`config.mk`:
```
export PLATFORM = sky130hd
export DESIGN_NAME = npba_first_free
export DESIGN_NICKNAME = d
export VERILOG_FILES = /design/src/npba_pkg.sv /design/src/npba_first_free.sv
export SDC_FILE = /design/constraint.sdc
export NUM_CORES = 1
export LEC_CHECK = 0
export BUFFER_PORTS_ARGS = -buffer_cell sky130_fd_sc_hd__buf_2
export CAP_MARGIN = 20
export CORE_ASPECT_RATIO = 1.5
export CORE_UTILIZATION = 30
export DETAILED_ROUTE_END_ITERATION = 7
export PLACE_DENSITY_LB_ADDON = 0.3
export SETUP_SLACK_MARGIN = 0.3
export SLEW_MARGIN = 15
export SYNTH_ARGS = -nofsm -noshare
export SYNTH_HDL_FRONTEND = slang
export SYNTH_SLANG_ARGS = --single-unit
```
`constraint.sdc`:
```
create_clock -name vclk -period 3.3
set_clock_uncertainty 0.15 [all_clocks]
set_input_delay 0.165 -clock vclk [all_inputs]
set_output_delay 0.165 -clock vclk [all_outputs]
set_load 0.005 [all_outputs]
```
`src/npba_pkg.sv`:
```
`timescale 1ns / 1ps
`default_nettype none

package npba_pkg;

   // Pool and port geometry.
   localparam int NUM_POOLS      = 54;
   localparam int PORT_RANGE     = 1024;
   localparam int POOL_W         = 6;
   localparam int PORT_W         = 10;
   localparam int EXT_ADDR_W     = 32;

   // Bitmap layout: one bit per port, one memory word per 64 ports.
   localparam int WORD_BITS      = 64;
   localparam int BIT_IDX_W      = $clog2(WORD_BITS);
   localparam int WORDS_PER_POOL = PORT_RANGE / WORD_BITS;
   localparam int WORD_IDX_W     = $clog2(WORDS_PER_POOL);
   localparam int MEM_ADDR_W     = POOL_W + WORD_IDX_W;
   localparam int MEM_DEPTH      = NUM_POOLS * WORDS_PER_POOL;

   // The scan visits every word of a pool once and the start word a second time.
   localparam int LAST_STEP      = WORDS_PER_POOL;
   localparam int STEP_W         = $clog2(LAST_STEP + 1);

   // Find-first-one is split into groups of bits.
   localparam int GROUP_BITS     = 8;
   localparam int NUM_GROUPS     = WORD_BITS / GROUP_BITS;
   localparam int GROUP_IDX_W    = $clog2(NUM_GROUPS);
   localparam int GBIT_IDX_W     = $clog2(GROUP_BITS);

   // Stream widths.
   localparam int REQ_DATA_W     = 16;
   localparam int RSP_DATA_W     = 48;

   typedef logic [WORD_BITS-1:0]  word_type;
   typedef logic [MEM_ADDR_W-1:0] mem_addr_type;

   // Write command toward the bitmap memory.
   typedef struct packed {
      logic         en;
      mem_addr_type addr;
      word_type     data;
   } mem_wr_type;

   // Read command toward the bitmap memory.
   typedef struct packed {
      logic         en;
      mem_addr_type addr;
   } mem_rd_type;

   typedef enum logic [3:0] {
      ST_CLEAR  = 4'b0001,
      ST_IDLE   = 4'b0010,
      ST_SCAN   = 4'b0100,
      ST_FINISH = 4'b1000
   } state_type;

   // External IPv4 address of each pool, first octet in the top byte.
   function automatic logic [EXT_ADDR_W-1:0] pool_address(input logic [POOL_W-1:0] pool);
      logic [EXT_ADDR_W-1:0] addr;
      case (pool)
         6'd0:    addr = 32'h0A000001;
         6'd1:    addr = 32'h0A00000A;
         6'd2:    addr = 32'h0A000064;
         6'd3:    addr = 32'h01000001;
         6'd4:    addr = 32'h0100000A;
         6'd5:    addr = 32'h01000064;
         6'd6:    addr = 32'h0A000101;
         6'd7:    addr = 32'h0A000A0A;
         6'd8:    addr = 32'h0A006464;
         6'd9:    addr = 32'h01000101;
         6'd10:   addr = 32'h01000A0A;
         6'd11:   addr = 32'h01006464;
         6'd12:   addr = 32'h0A010101;
         6'd13:   addr = 32'h0A0A0A0A;
         6'd14:   addr = 32'h0A646464;
         6'd15:   addr = 32'h01010101;
         6'd16:   addr = 32'h010A0A0A;
         6'd17:   addr = 32'h01646464;
         6'd18:   addr = 32'hAC100001;
         6'd19:   addr = 32'hAC10000A;
         6'd20:   addr = 32'hAC100064;
         6'd21:   addr = 32'h11100001;
         6'd22:   addr = 32'h1110000A;
         6'd23:   addr = 32'h11100064;
         6'd24:   addr = 32'hAC100101;
         6'd25:   addr = 32'hAC100A0A;
         6'd26:   addr = 32'hAC106464;
         6'd27:   addr = 32'h11100101;
         6'd28:   addr = 32'h11100A0A;
         6'd29:   addr = 32'h11106464;
         6'd30:   addr = 32'hACA00001;
         6'd31:   addr = 32'hACA0000A;
         6'd32:   addr = 32'hACA00064;
         6'd33:   addr = 32'h11A00001;
         6'd34:   addr = 32'h11A0000A;
         6'd35:   addr = 32'h11A00064;
         6'd36:   addr = 32'hC0000A01;
         6'd37:   addr = 32'hC00A0A0A;
         6'd38:   addr = 32'hC0640A64;
         6'd39:   addr = 32'h13000A01;
         6'd40:   addr = 32'h130A0A0A;
         6'd41:   addr = 32'h13640A64;
         6'd42:   addr = 32'hC0A80A01;
         6'd43:   addr = 32'hC0A80A0A;
         6'd44:   addr = 32'hC0A80A64;
         6'd45:   addr = 32'h13A80A01;
         6'd46:   addr = 32'h13A80A0A;
         6'd47:   addr = 32'h13A80A64;
         6'd48:   addr = 32'hC0A86401;
         6'd49:   addr = 32'hC0A8640A;
         6'd50:   addr = 32'hC0A86464;
         6'd51:   addr = 32'h13A86401;
         6'd52:   addr = 32'h13A8640A;
         6'd53:   addr = 32'h13A86464;
         default: addr = '0;
      endcase
      return addr;
   endfunction

endpackage

`default_nettype wire

```
`src/npba_first_free.sv`:
```
`timescale 1ns / 1ps
`default_nettype none

module npba_first_free (
   input  npba_pkg::word_type             word_i,
   output logic                           hit_o,
   output logic [npba_pkg::BIT_IDX_W-1:0] index_o
);
   import npba_pkg::*;

   logic [NUM_GROUPS-1:0]  grp_any;
   logic [GROUP_IDX_W-1:0] grp_sel;
   logic [GROUP_BITS-1:0]  grp_bits;
   logic [GBIT_IDX_W-1:0]  bit_sel;

   // Flag every group of bits that holds a free port.
   always_comb begin
      for (int g = 0; g < NUM_GROUPS; g++) begin
         grp_any[g] = |word_i[g*GROUP_BITS +: GROUP_BITS];
      end
   end

   // Lowest group with a free port, then the lowest bit inside it.
   always_comb begin
      grp_sel = '0;
      for (int g = NUM_GROUPS - 1; g >= 0; g--) begin
         if (grp_any[g]) begin
            grp_sel = GROUP_IDX_W'(g);
         end
      end
      grp_bits = word_i[grp_sel*GROUP_BITS +: GROUP_BITS];
      bit_sel = '0;
      for (int b = GROUP_BITS - 1; b >= 0; b--) begin
         if (grp_bits[b]) begin
            bit_sel = GBIT_IDX_W'(b);
         end
      end
   end

   assign hit_o   = |grp_any;
   assign index_o = {grp_sel, bit_sel};

endmodule

`default_nettype wire

```
* Word level (Yosys, flattened, before mapping)
Cells that the tools add are included.
Word-level totals: flip-flop bits (word level) 0, input port bits 64, output and inout bits 7
Cells by class: shift operators 1, muxes and demuxes 16, reductions and logical operators 9
Operators with widths (count):
- $reduce_or 64->1 | 1
- $reduce_or 8->1 | 8
- $shiftx 64x7->8 | 1
- $mux 3 | 16

* Longest topological paths before layout
Gate-level depths: netlist of the first run.
word-level depth 18, gate-level depth with buffers 10, gate-level depth less buffers 9

* Least setup slack after synthesis of the first run
No wires, ideal clock.
path type input-to-output, from in word_i[19], to out index_o[2] (netlist bit), data arrival time 2.334 ns, required time 2.985 ns, slack 0.651 ns, stages on the path 8, path buffers 1, path through or4_4 > a2111o_1 > a21boi_2 > buf_6 > mux4_2 > a21oi_2 > nand2_1 > a311oi_2
On the way: longest elaborated chain between the ends 13
Ends and longest elaborated chain:
- start: declaration | line npba_first_free.sv:5 | input npba_pkg::word_type word_i,
- $reduce_or 8->1 | line npba_first_free.sv:19 | grp_any[g] = |word_i[g*GROUP_BITS +: GROUP_BITS];
- $mux 3 (3 in a row) | line npba_first_free.sv:27 | if (grp_any[g]) begin
- $shiftx 64x7->8 (*) | line npba_first_free.sv:31 | grp_bits = word_i[grp_sel*GROUP_BITS +: GROUP_BITS];
- $mux 3 (7 in a row) | line npba_first_free.sv:34 | if (grp_bits[b]) begin
- $mux 3 (*) | line npba_first_free.sv:34
- end: declaration | line npba_first_free.sv:7 | output logic [npba_pkg::BIT_IDX_W-1:0] index_o
Every way passes the cells marked *; elsewhere a longest branch is shown, timed or not.

* Worst setup path in the final report of the first run
from in word_i[49], to out index_o[2] (netlist bit)
On the way: longest elaborated chain between the ends 17
Ends and longest elaborated chain (line):
- $reduce_or 8->1 | npba_first_free.sv:19
- $mux 3 (7 in a row) | npba_first_free.sv:27
- $shiftx 64x7->8 (*) | npba_first_free.sv:31
- $mux 3 (7 in a row) | npba_first_free.sv:34
- $mux 3 (*) | npba_first_free.sv:34
Marks and branches as above.

==> results of run 1 <==
[worst max-delay path, delay by kind of cell]
kind                   cells  cell delay (ns)
AOI/OAI and AO/OA          5             1.36
buffers and inverters      2             0.28
muxes                      1             0.55
and+or+nand+nor            2             0.41
[per-stage QoR]
step	hold WS, ns	setup slack [ns]	area [um2]
after CTS	0.649	0.300	1280
final	0.632	0.219	1390
after global routing	0.656	0.119	1390
after detailed placement	0.641	0.127	1240
after global placement	0.638	0.165	1240
after floorplan	0.400	0.651	856
[cell type report]
cell class,count,area share [%]
timing repair buffer,78,32.8
inverter,2,0.540
tap,37,3.33
multi-input combinational,97,63.4
[timing repair]
| action | 4_1_cts | 5_1_grt |
|---|---|---|
| resized for setup | 8 | 14 |
| endpoints found under the setup margin | 3 | 3 |
| setup buffers | 0 | 1 |
| gates cloned | 0 | 1 |
| pin swaps | 3 | 5 |
[power by group]
part	internal, W	switching (W)	total (W)	leakage [nW]
Clock	0	0	0	0
Sequential	0	0	0	0
Combinational	0.0000557	0.0000512	0.000107	0.575
[layer usage]
| layer | track usage [%] | vias up | wire (um) |
|---|---|---|---|
| li1 | - | 605 | - |
| met1 | 23.0 | 595 | 1250 |
| met2 | 43.8 | 79 | 1950 |
| met3 | 1.87 | 16 | 243 |
| met4 | 11.7 | 0 | 163 |
| met5 | 0 | - | 0 |
[Yosys cell counts, types with 2 or more instances]
cell      number
a31oi_1        2
a221o_1        7
mux2_2         2
nor4_1         7
a21oi_2        2
nor3_1         3
nor3b_1        3
nor4_2         5
or4_4          4
buf_6          3
and3_1         4
nand4_1        2
nor4_4         2
a21oi_1       15
nor2_1         2
o211ai_1       3
a211oi_1       2
or4_1          6
o21ai_1        2
inv_1          2
nand2_1        3
buf_4          3
nand3_1        2
[worst paths after layout]
path / start / endpoint / slack [ns]
max: word_i[49] / index_o[2] / 0.22
min: word_i[19] / hit_o / 0.63
[cell families (layout without fill, tap and decap cells)]
logic type | after synthesis | in the layout
buf+inv | 8 | 80
simple gates | 51 | 51
compound gates | 43 | 43
mux | 3 | 3
==> impl_metrics.py, run 1 <==
metrics = {
    "drt": {
        "drt_iter0_markers": 24,
        "drc": 0,
        "wirelength_um": 3600,
        "viasPerCell": 6.05,
        "via_count": 1295,
        "first_pass_iters": 4,
        "wire_per_inst_um": 16.8,
        "ant_nets": 0,
    },
    "min_path": {
        "hp-class": "input pin to output port",
        "holdPathStages": 5,
    },
    "logic_synthesis": {
        "synth_top_area_share_pct": 8.77,
        "synth_compound_area_share_pct": 37.7,
        "synthAdderAreaFrac_pct": 0,
        "synth-simple-area-share_pct": 49.6,
        "synthMuxAreaShare_pct": 5.26,
        "synth_top_family_by_area": "simple AND/OR/NAND/NOR gates",
        "synth_xor_area_share_pct": 0,
        "netlist_instances": 105,
        "synth_area_leaders": "a21oi_1, a221o_1, nor4_2",
        "syn_area_per_cell_um2": 8.15,
        "synth_warnings": 0,
        "synth-seq-area-share_pct": 0,
        "syn_area_um2": 856,
        "yosysTopAreaCell": "a21oi_1",
        "syn_nets": 169,
        "ys_types": 42,
    },
    "timing": {
        "max_freq_mhz": 325,
        "setup_tns_ns": 0,
        "tightest_slew_ns": 0.434,
        "setup_viol": 0,
        "hold_viol": 0,
        "drv_slew": 0,
        "rsz0062_at_grt": "yes",
        "maxSlewHeadroom_pct": 71.0,
        "min_period_over_period_pct": 93.4,
        "final.min_clock_period_ns": 3.08,
    },
    "cells_and_area": {
        "multiInputGateArea_um2": 881,
        "antenna_cells": 0,
        "drive_above_1_share_pct": 62.1,
        "nets": 243,
        "area_growth_pct": 62.4,
        "fillers": 261,
        "regArea_um2": 0,
        "mostFrequentLayoutCell": "buf_2",
        "design.seq.count": 0,
        "final_cell_mix": "buf_2, a21oi_1, nor4_4, a221o_1, or4_1",
        "finish.utilization_pct": 51.9,
        "final_cells": 214,
        "nClkBuffers": 0,
    },
    "setup_path": {
        "path_cells": "buf_2 > nor4_4 > o211ai_1 > a2111o_1 > a21boi_4 > mux4_2 > a21oi_2 > nand2_2 > a311oi_2 > buf_2",
        "worstSetupStartpointType": "input pin",
        "path_common_cell": "buf_2",
        "arrival_ns": 2.77,
        "slowest_stage": "mux4_2",
        "critical_path_class": "input pin to output port",
        "path_max_fanout": 5,
        "crit_required_ns": 2.98,
        "critPathMaxStageDelay_ns": 0.55,
        "cp-end-kind": "output port",
    },
    "floorplanning": {
        "design.core.area_mm2": 0.00268,
        "dieHeight_um": 67.4,
        "die_x_um": 45.6,
        "start_util_pct": 32.0,
        "die_area_mm2": 0.00307,
        "pin_count": 71,
        "rows": 23,
    },
    "grt": {
        "antenna_found_initial": 0,
        "grt_overflow": 0,
        "grtUsageTotal_pct": 22.8,
        "grt_pass1_wl_um": 5270,
        "grt_max_degree": 18,
        "grt_pass1_vias": 1256,
    },
    "placement": {
        "portBuffers": 71,
        "dp_hpwl_um": 3030,
        "placed_cells": 212,
        "place.gp.congestion": 0.944,
    },
    "pwr": {
        "power_leakage_nw": 0.575,
        "powerDensity_mw_per_mm2": 76.9,
        "ir_drop_uv": 39.6,
        "p_total_w": 0.000107,
    },
    "clock_network": {
        "hold_buffers": 0,
    },
    "run": {
        "max_cap_viol_count": 0,
    },
    "status": {
        "status": "finished clean",
    },
}
No activity file was read; power rests on OpenSTA's default activity.
==> run 2, diff against run 1 <==
==> constraint.sdc (replaced) <==
create_clock -name vclk -period 3.08
set_clock_uncertainty 0.15 [all_clocks]
set_input_delay 0.462 -clock vclk [all_inputs]
set_output_delay 0.462 -clock vclk [all_outputs]
set_load 0.005 [all_outputs]
==> run 2 against run 1 <==
Effect of this change: sequential cell count is the same; worst setup slack lost 0.77 ns; design area up 41%; critical path depth is 2 higher; largest cell class is now buffers; global-route usage increased by 6.0 points; first-iteration DRC count grew 63%; sequential share of layout area did not move; total power is 60% higher; the run now ends with setup timing left; hold slack improved by 0.65 ns; routed wire length grew 32%.
==> impl_metrics.py, run 2 (synthesized netlist as in run 1, its figures left out) <==
metrics = {
    "cells_and_area": {
        "design.seq.count": 0,
        "area_growth_pct": 130,
        "nClkBuffers": 0,
        "finish.utilization_pct": 73.5,
        "fillers": 202,
        "antenna_cells": 0,
        "regArea_um2": 0,
        "nets": 307,
        "mostFrequentLayoutCell": "buf_4",
        "drive_above_1_share_pct": 75.9,
        "final_cell_mix": "buf_4, buf_2, a21oi_1, buf_6",
    },
    "placement": {
        "dp_hpwl_um": 3440,
        "portBuffers": 71,
        "place.gp.congestion": 0.871,
    },
    "setup_path": {
        "endpoint": "index_o[1]",
        "arrival_ns": 3.02,
        "critPathLaunch": "word_i[30]",
        "crit_cells": 12,
        "slowest_stage": "or4_4",
        "path_cells": "buf_6 > or4_4 > and4bb_1 > a2111o_1 > a21boi_4 > buf_6 > buf_6 > and3_4 > nor4_4 > o211ai_1 > a31oi_1 > buf_2",
        "path_max_fanout": 5,
        "critPathMaxStageDelay_ns": 0.57,
        "cp-end-kind": "output port",
        "path_common_cell": "buf_6",
        "crit_required_ns": 2.47,
        "critical_path_class": "input pin to output port",
        "cp_top_family": "simple AND/OR/NAND/NOR gates",
        "worst-path-buf-inv": 4,
        "worstSetupStartpointType": "input pin",
    },
    "drt": {
        "viasPerCell": 5.74,
        "first_pass_iters": 4,
        "drt_iter0_markers": 39,
        "wirelength_um": 4750,
        "ant_nets": 0,
        "via_count": 1596,
        "drc": 0,
        "wire_per_inst_um": 17.1,
    },
    "grt": {
        "grt_max_degree": 13,
        "grt_pass1_vias": 1613,
        "antenna_found_initial": 0,
        "grt_pass1_wl_um": 6650,
        "grtUsageTotal_pct": 28.8,
        "grt_overflow": 0,
    },
    "timing": {
        "setup_tns_ns": -1.50,
        "hold_viol": 0,
        "setup_slack_ns": -0.554,
        "rsz0062_at_grt": "yes",
        "tightest_slew_ns": 0.412,
        "max_freq_mhz": 275,
        "setup_viol": 3,
        "min_period_over_period_pct": 118,
        "final.min_clock_period_ns": 3.63,
        "maxSlewHeadroom_pct": 72.5,
        "drv_slew": 0,
    },
    "pwr": {
        "ir_drop_uv": 51.7,
        "power_leakage_nw": 0.896,
        "p_total_w": 0.000171,
        "powerDensity_mw_per_mm2": 86.7,
    },
    "floorplanning": {
        "dieHeight_um": 67.4,
        "start_util_pct": 32.0,
        "design.core.area_mm2": 0.00268,
        "rows": 23,
        "pin_count": 71,
        "die_area_mm2": 0.00307,
        "die_x_um": 45.6,
    },
    "status": {
        "status": "finished with violations",
        "violations": "setup timing",
    },
    "run": {
        "max_cap_viol_count": 0,
    },
    "min_path": {
        "hp-class": "input pin to output port",
    },
    "clock_network": {
        "hold_buffers": 0,
    },
}
run 2: cell types whose count changed in the layout (fill, tap and decap cells not counted), moves of 3 or more:
cell	change
buf_4	+61
buf_6	+7
and3_1	-3
and3_4	+3
buf_2	-3
run 2: metrics by stage:
step	std cells	instance area [um2]	hold WS, ns	worst slack, ns
after global routing	278	1970	1.31	-0.615
after CTS	273	1790	1.29	-0.441
final	278	1970	1.29	-0.554
after floorplan	105	856	0.994	-0.147
after detailed placement	270	1690	1.31	-0.547
after global placement	270	1690	1.30	-0.529
run 2: worst min-delay path by stage:
| stage | from | endpoint | slack, ns | cells after the start |
|---|---|---|---|---|
| 2_1_floorplan | word_i[16] | hit_o | 0.99 | 3 |
| 3_3_place_gp | word_i[0] | index_o[2] | 1.30 | 6 |
| 3_5_place_dp | word_i[0] | index_o[2] | 1.31 | 6 |
| 4_1_cts | word_i[0] | index_o[2] | 1.29 | 6 |
| 5_1_grt | word_i[0] | index_o[2] | 1.31 | 6 |
| 6_report | word_i[0] | index_o[2] | 1.29 | 6 |
run 2: metal layers:
layer	wire [um]	share of wire [%]	track usage (%)	vias to the layer above
li1	-	-	-	739
met1	1690	35	27.9	738
met2	2600	55	58.9	97
met3	249	5.2	1.87	22
met4	218	4.6	11.0	0
met5	0	0	0	-
run 2: tightest hold or removal path: cells and delay by family:
kind	cells	cell delay, ns
simple gates	1	0.08
compound gates	3	0.22
buf+inv	2	0.21
run 2: report_power, final:
group	internal (W)	switching (W)	leakage, nW
Combinational	0.0000988	0.0000718	0.896
Clock	0	0	0
Sequential	0	0	0
run 2: final cells by class:
class / instances / area [um2] / share of cell area, %
repair buffers: 142 / 962 / 48.9
inverters: 2 / 7.51 / 0.382
multi-input cells: 97 / 951 / 48.3
well taps: 37 / 46.3 / 2.35
run 2: timing repair:
action                                  CTS  global route
hold endpoints to repair                  0             0
pin swaps                                13            12
endpoints found under the setup margin    5             6
resized for setup                        14            27
gates cloned                              1             0
setup buffers                             2             5
==> run 3, diff against run 2 <==
--- a/config.mk
+++ b/config.mk
@@ -5,6 +5,7 @@
 export SDC_FILE = /design/constraint.sdc
 export NUM_CORES = 1
 export LEC_CHECK = 0
+export ABC_AREA = 1
 export BUFFER_PORTS_ARGS = -buffer_cell sky130_fd_sc_hd__buf_2
 export CAP_MARGIN = 20
 export CORE_ASPECT_RATIO = 1.5
@@ -12,7 +13,7 @@
 export DETAILED_ROUTE_END_ITERATION = 7
 export PLACE_DENSITY_LB_ADDON = 0.3
 export SETUP_SLACK_MARGIN = 0.3
-export SLEW_MARGIN = 15
+export SLEW_MARGIN = 25
 export SYNTH_ARGS = -nofsm -noshare
 export SYNTH_HDL_FRONTEND = slang
 export SYNTH_SLANG_ARGS = --single-unit
==> run 3 against run 2 <==
Effect of this change: the run now ends clean; count of clock-buffer cells in the layout unchanged; hold slack got worse by 0.14 ns; fmax increased by 20%; sequential cell count unchanged; critical path depth increased by 3; combinational power decreased by 21%; critical path type unchanged.
==> impl_metrics.py, run 3 <==
metrics = {
    "status": {
        "status": "finished clean",
    },
    "drt": {
        "viasPerCell": 4.83,
        "via_count": 1676,
        "wirelength_um": 4290,
        "wire_per_inst_um": 12.4,
        "drt_iter0_markers": 41,
        "first_pass_iters": 4,
        "drc": 0,
        "ant_nets": 0,
    },
    "floorplanning": {
        "dieHeight_um": 77.3,
        "rows": 27,
        "start_util_pct": 31.1,
        "die_area_mm2": 0.00403,
        "pin_count": 71,
        "design.core.area_mm2": 0.00365,
        "die_x_um": 52.2,
    },
    "pwr": {
        "powerDensity_mw_per_mm2": 72.2,
        "p_total_w": 0.000135,
        "power_leakage_nw": 0.951,
        "ir_drop_uv": 50.5,
    },
    "cells_and_area": {
        "nets": 370,
        "design_area_mm2": 0.00187,
        "mostFrequentLayoutCell": "buf_2",
        "regArea_um2": 0,
        "nClkBuffers": 0,
        "final_cell_mix": "buf_2, nand2_1, nor2_1, inv_1, nand3_1",
        "area_growth_pct": 65.1,
        "drive_above_1_share_pct": 52.6,
        "design.seq.count": 0,
        "antenna_cells": 0,
        "finish.utilization_pct": 51.3,
    },
    "placement": {
        "placed_cell_area_mm2": 0.00157,
        "place.gp.congestion": 0.928,
        "dp_hpwl_um": 3400,
        "post-place-ws_ns": -0.0254,
        "portBuffers": 71,
    },
    "logic_synthesis": {
        "synth.most_common_cell": "nand2_1",
        "syn_area_mm2": 0.00113,
        "yosysTopAreaCell": "nand2_1",
        "ys_types": 34,
        "netlist_instances": 220,
        "synth_common_cells": "nand2_1, nor2_1, nand3_1, inv_1, nor2_2",
        "syn_area_per_cell_um2": 5.15,
        "synth_warnings": 0,
        "synth_area_leaders": "nand2_1, nand3_1, nor2_1",
        "syn_nets": 284,
        "synth_top_area_share_pct": 18.5,
        "synth-seq-area-share_pct": 0,
    },
    "setup_path": {
        "crit_required_ns": 2.47,
        "critical_path_class": "input pin to output port",
        "cp_top_family": "simple AND/OR/NAND/NOR gates",
        "path_max_fanout": 7,
        "crit_cells": 15,
        "arrival_ns": 2.42,
        "critPathMaxStageDelay_ns": 0.31,
        "worstSetupStartpointType": "input pin",
        "path_cells": "buf_2 > nor4_4 > and2_4 > nand2_4 > nand2_4 > nand2_8 > buf_12 > o21ai_4 > nor2_2 > nor3b_2 > o21ai_2 > inv_1 > nand2_2 > a21oi_2 > buf_2",
        "slowest_stage": "nor4_4",
        "cp-end-kind": "output port",
        "worst-path-buf-inv": 4,
    },
    "grt": {
        "grt_overflow": 0,
        "grt_pass1_wl_um": 6690,
        "antenna_found_initial": 0,
        "grt_pass1_vias": 1613,
        "grtUsageTotal_pct": 20.9,
        "grt_max_degree": 18,
    },
    "timing": {
        "hold_viol": 0,
        "setup_slack_ns": 0.0489,
        "setup_viol": 0,
        "tightest_slew_ns": 0.274,
        "drv_slew": 0,
        "fin_hold_ws_ns": 1.15,
        "min_period_over_period_pct": 98.4,
        "rsz0062_at_grt": "yes",
        "max_freq_mhz": 330,
        "final.min_clock_period_ns": 3.03,
        "maxSlewHeadroom_pct": 81.6,
    },
    "min_path": {
        "hold_start": "word_i[0]",
        "holdPathStages": 5,
        "min_to": "index_o[0]",
        "hp-class": "input pin to output port",
    },
    "run": {
        "max_cap_viol_count": 0,
    },
}
-- run 3: changes by cell type after synthesis, moves of 6 or more --
cell,delta
a221o_1,-7
or4_1,-6
nand2_1,+53
inv_1,+27
nor2_1,+33
a21oi_1,-14
nor2_2,+8
nand3_1,+29
-- run 3: repair_timing --
action | in CTS | in global routing
pin swaps | 5 | 31
hold endpoints to repair | 0 | 0
cloned | 1 | 1
setup buffers | 4 | 2
endpoints found under the setup margin | 3 | 3
resized for setup | 6 | 50
hold buffers | 0 | 0
-- run 3: how the worst max path moves through the flow --
stage                    start          to
finish              word_i[18]  index_o[0]
detailed placement  word_i[19]  index_o[0]
global route        word_i[26]  index_o[0]
global placement    word_i[19]  index_o[0]
floorplan           word_i[19]  index_o[2]
CTS                 word_i[21]  index_o[0]
-- run 3: logic make-up after synthesis --
kind of cell,Yosys count,synth area share [%]
AND/OR/NAND/NOR,154,65.2
buffers and inverters,42,18.8
AO/OA/AOI/OAI,24,16.0
-- run 3: layer usage --
metal / GRT usage (%) / vias up / routed length [um]
met5: 0 / - / 0
met2: 41.7 / 41 / 2550
met3: 0.595 / 8 / 129
met1: 22.4 / 753 / 1530
met4: 5.26 / 0 / 82
li1: - / 874 / -
-- run 3: area by class of cell --
| type | instances | area [um2] |
|---|---|---|
| timing repair buffer | 89 | 592 |
| inverter | 36 | 146 |
| multi-input combinational | 179 | 1080 |
| tap | 43 | 53.8 |
| fill | 414 | 1780 |
-- run 3: where the power goes --
part	internal, W	switching (W)	leakage (nW)	total [W]
Sequential	0	0	0	0
Combinational	0.0000668	0.0000684	0.951	0.000135
Clock	0	0	0	0
-- run 3: through the flow --
stage          setup TNS [ns]  std cells
2_1_floorplan               0        220
4_1_cts                     0        344
6_report                    0        347
3_5_place_dp          -0.0331        339
5_1_grt                -0.234        347
3_3_place_gp          -0.0145        339
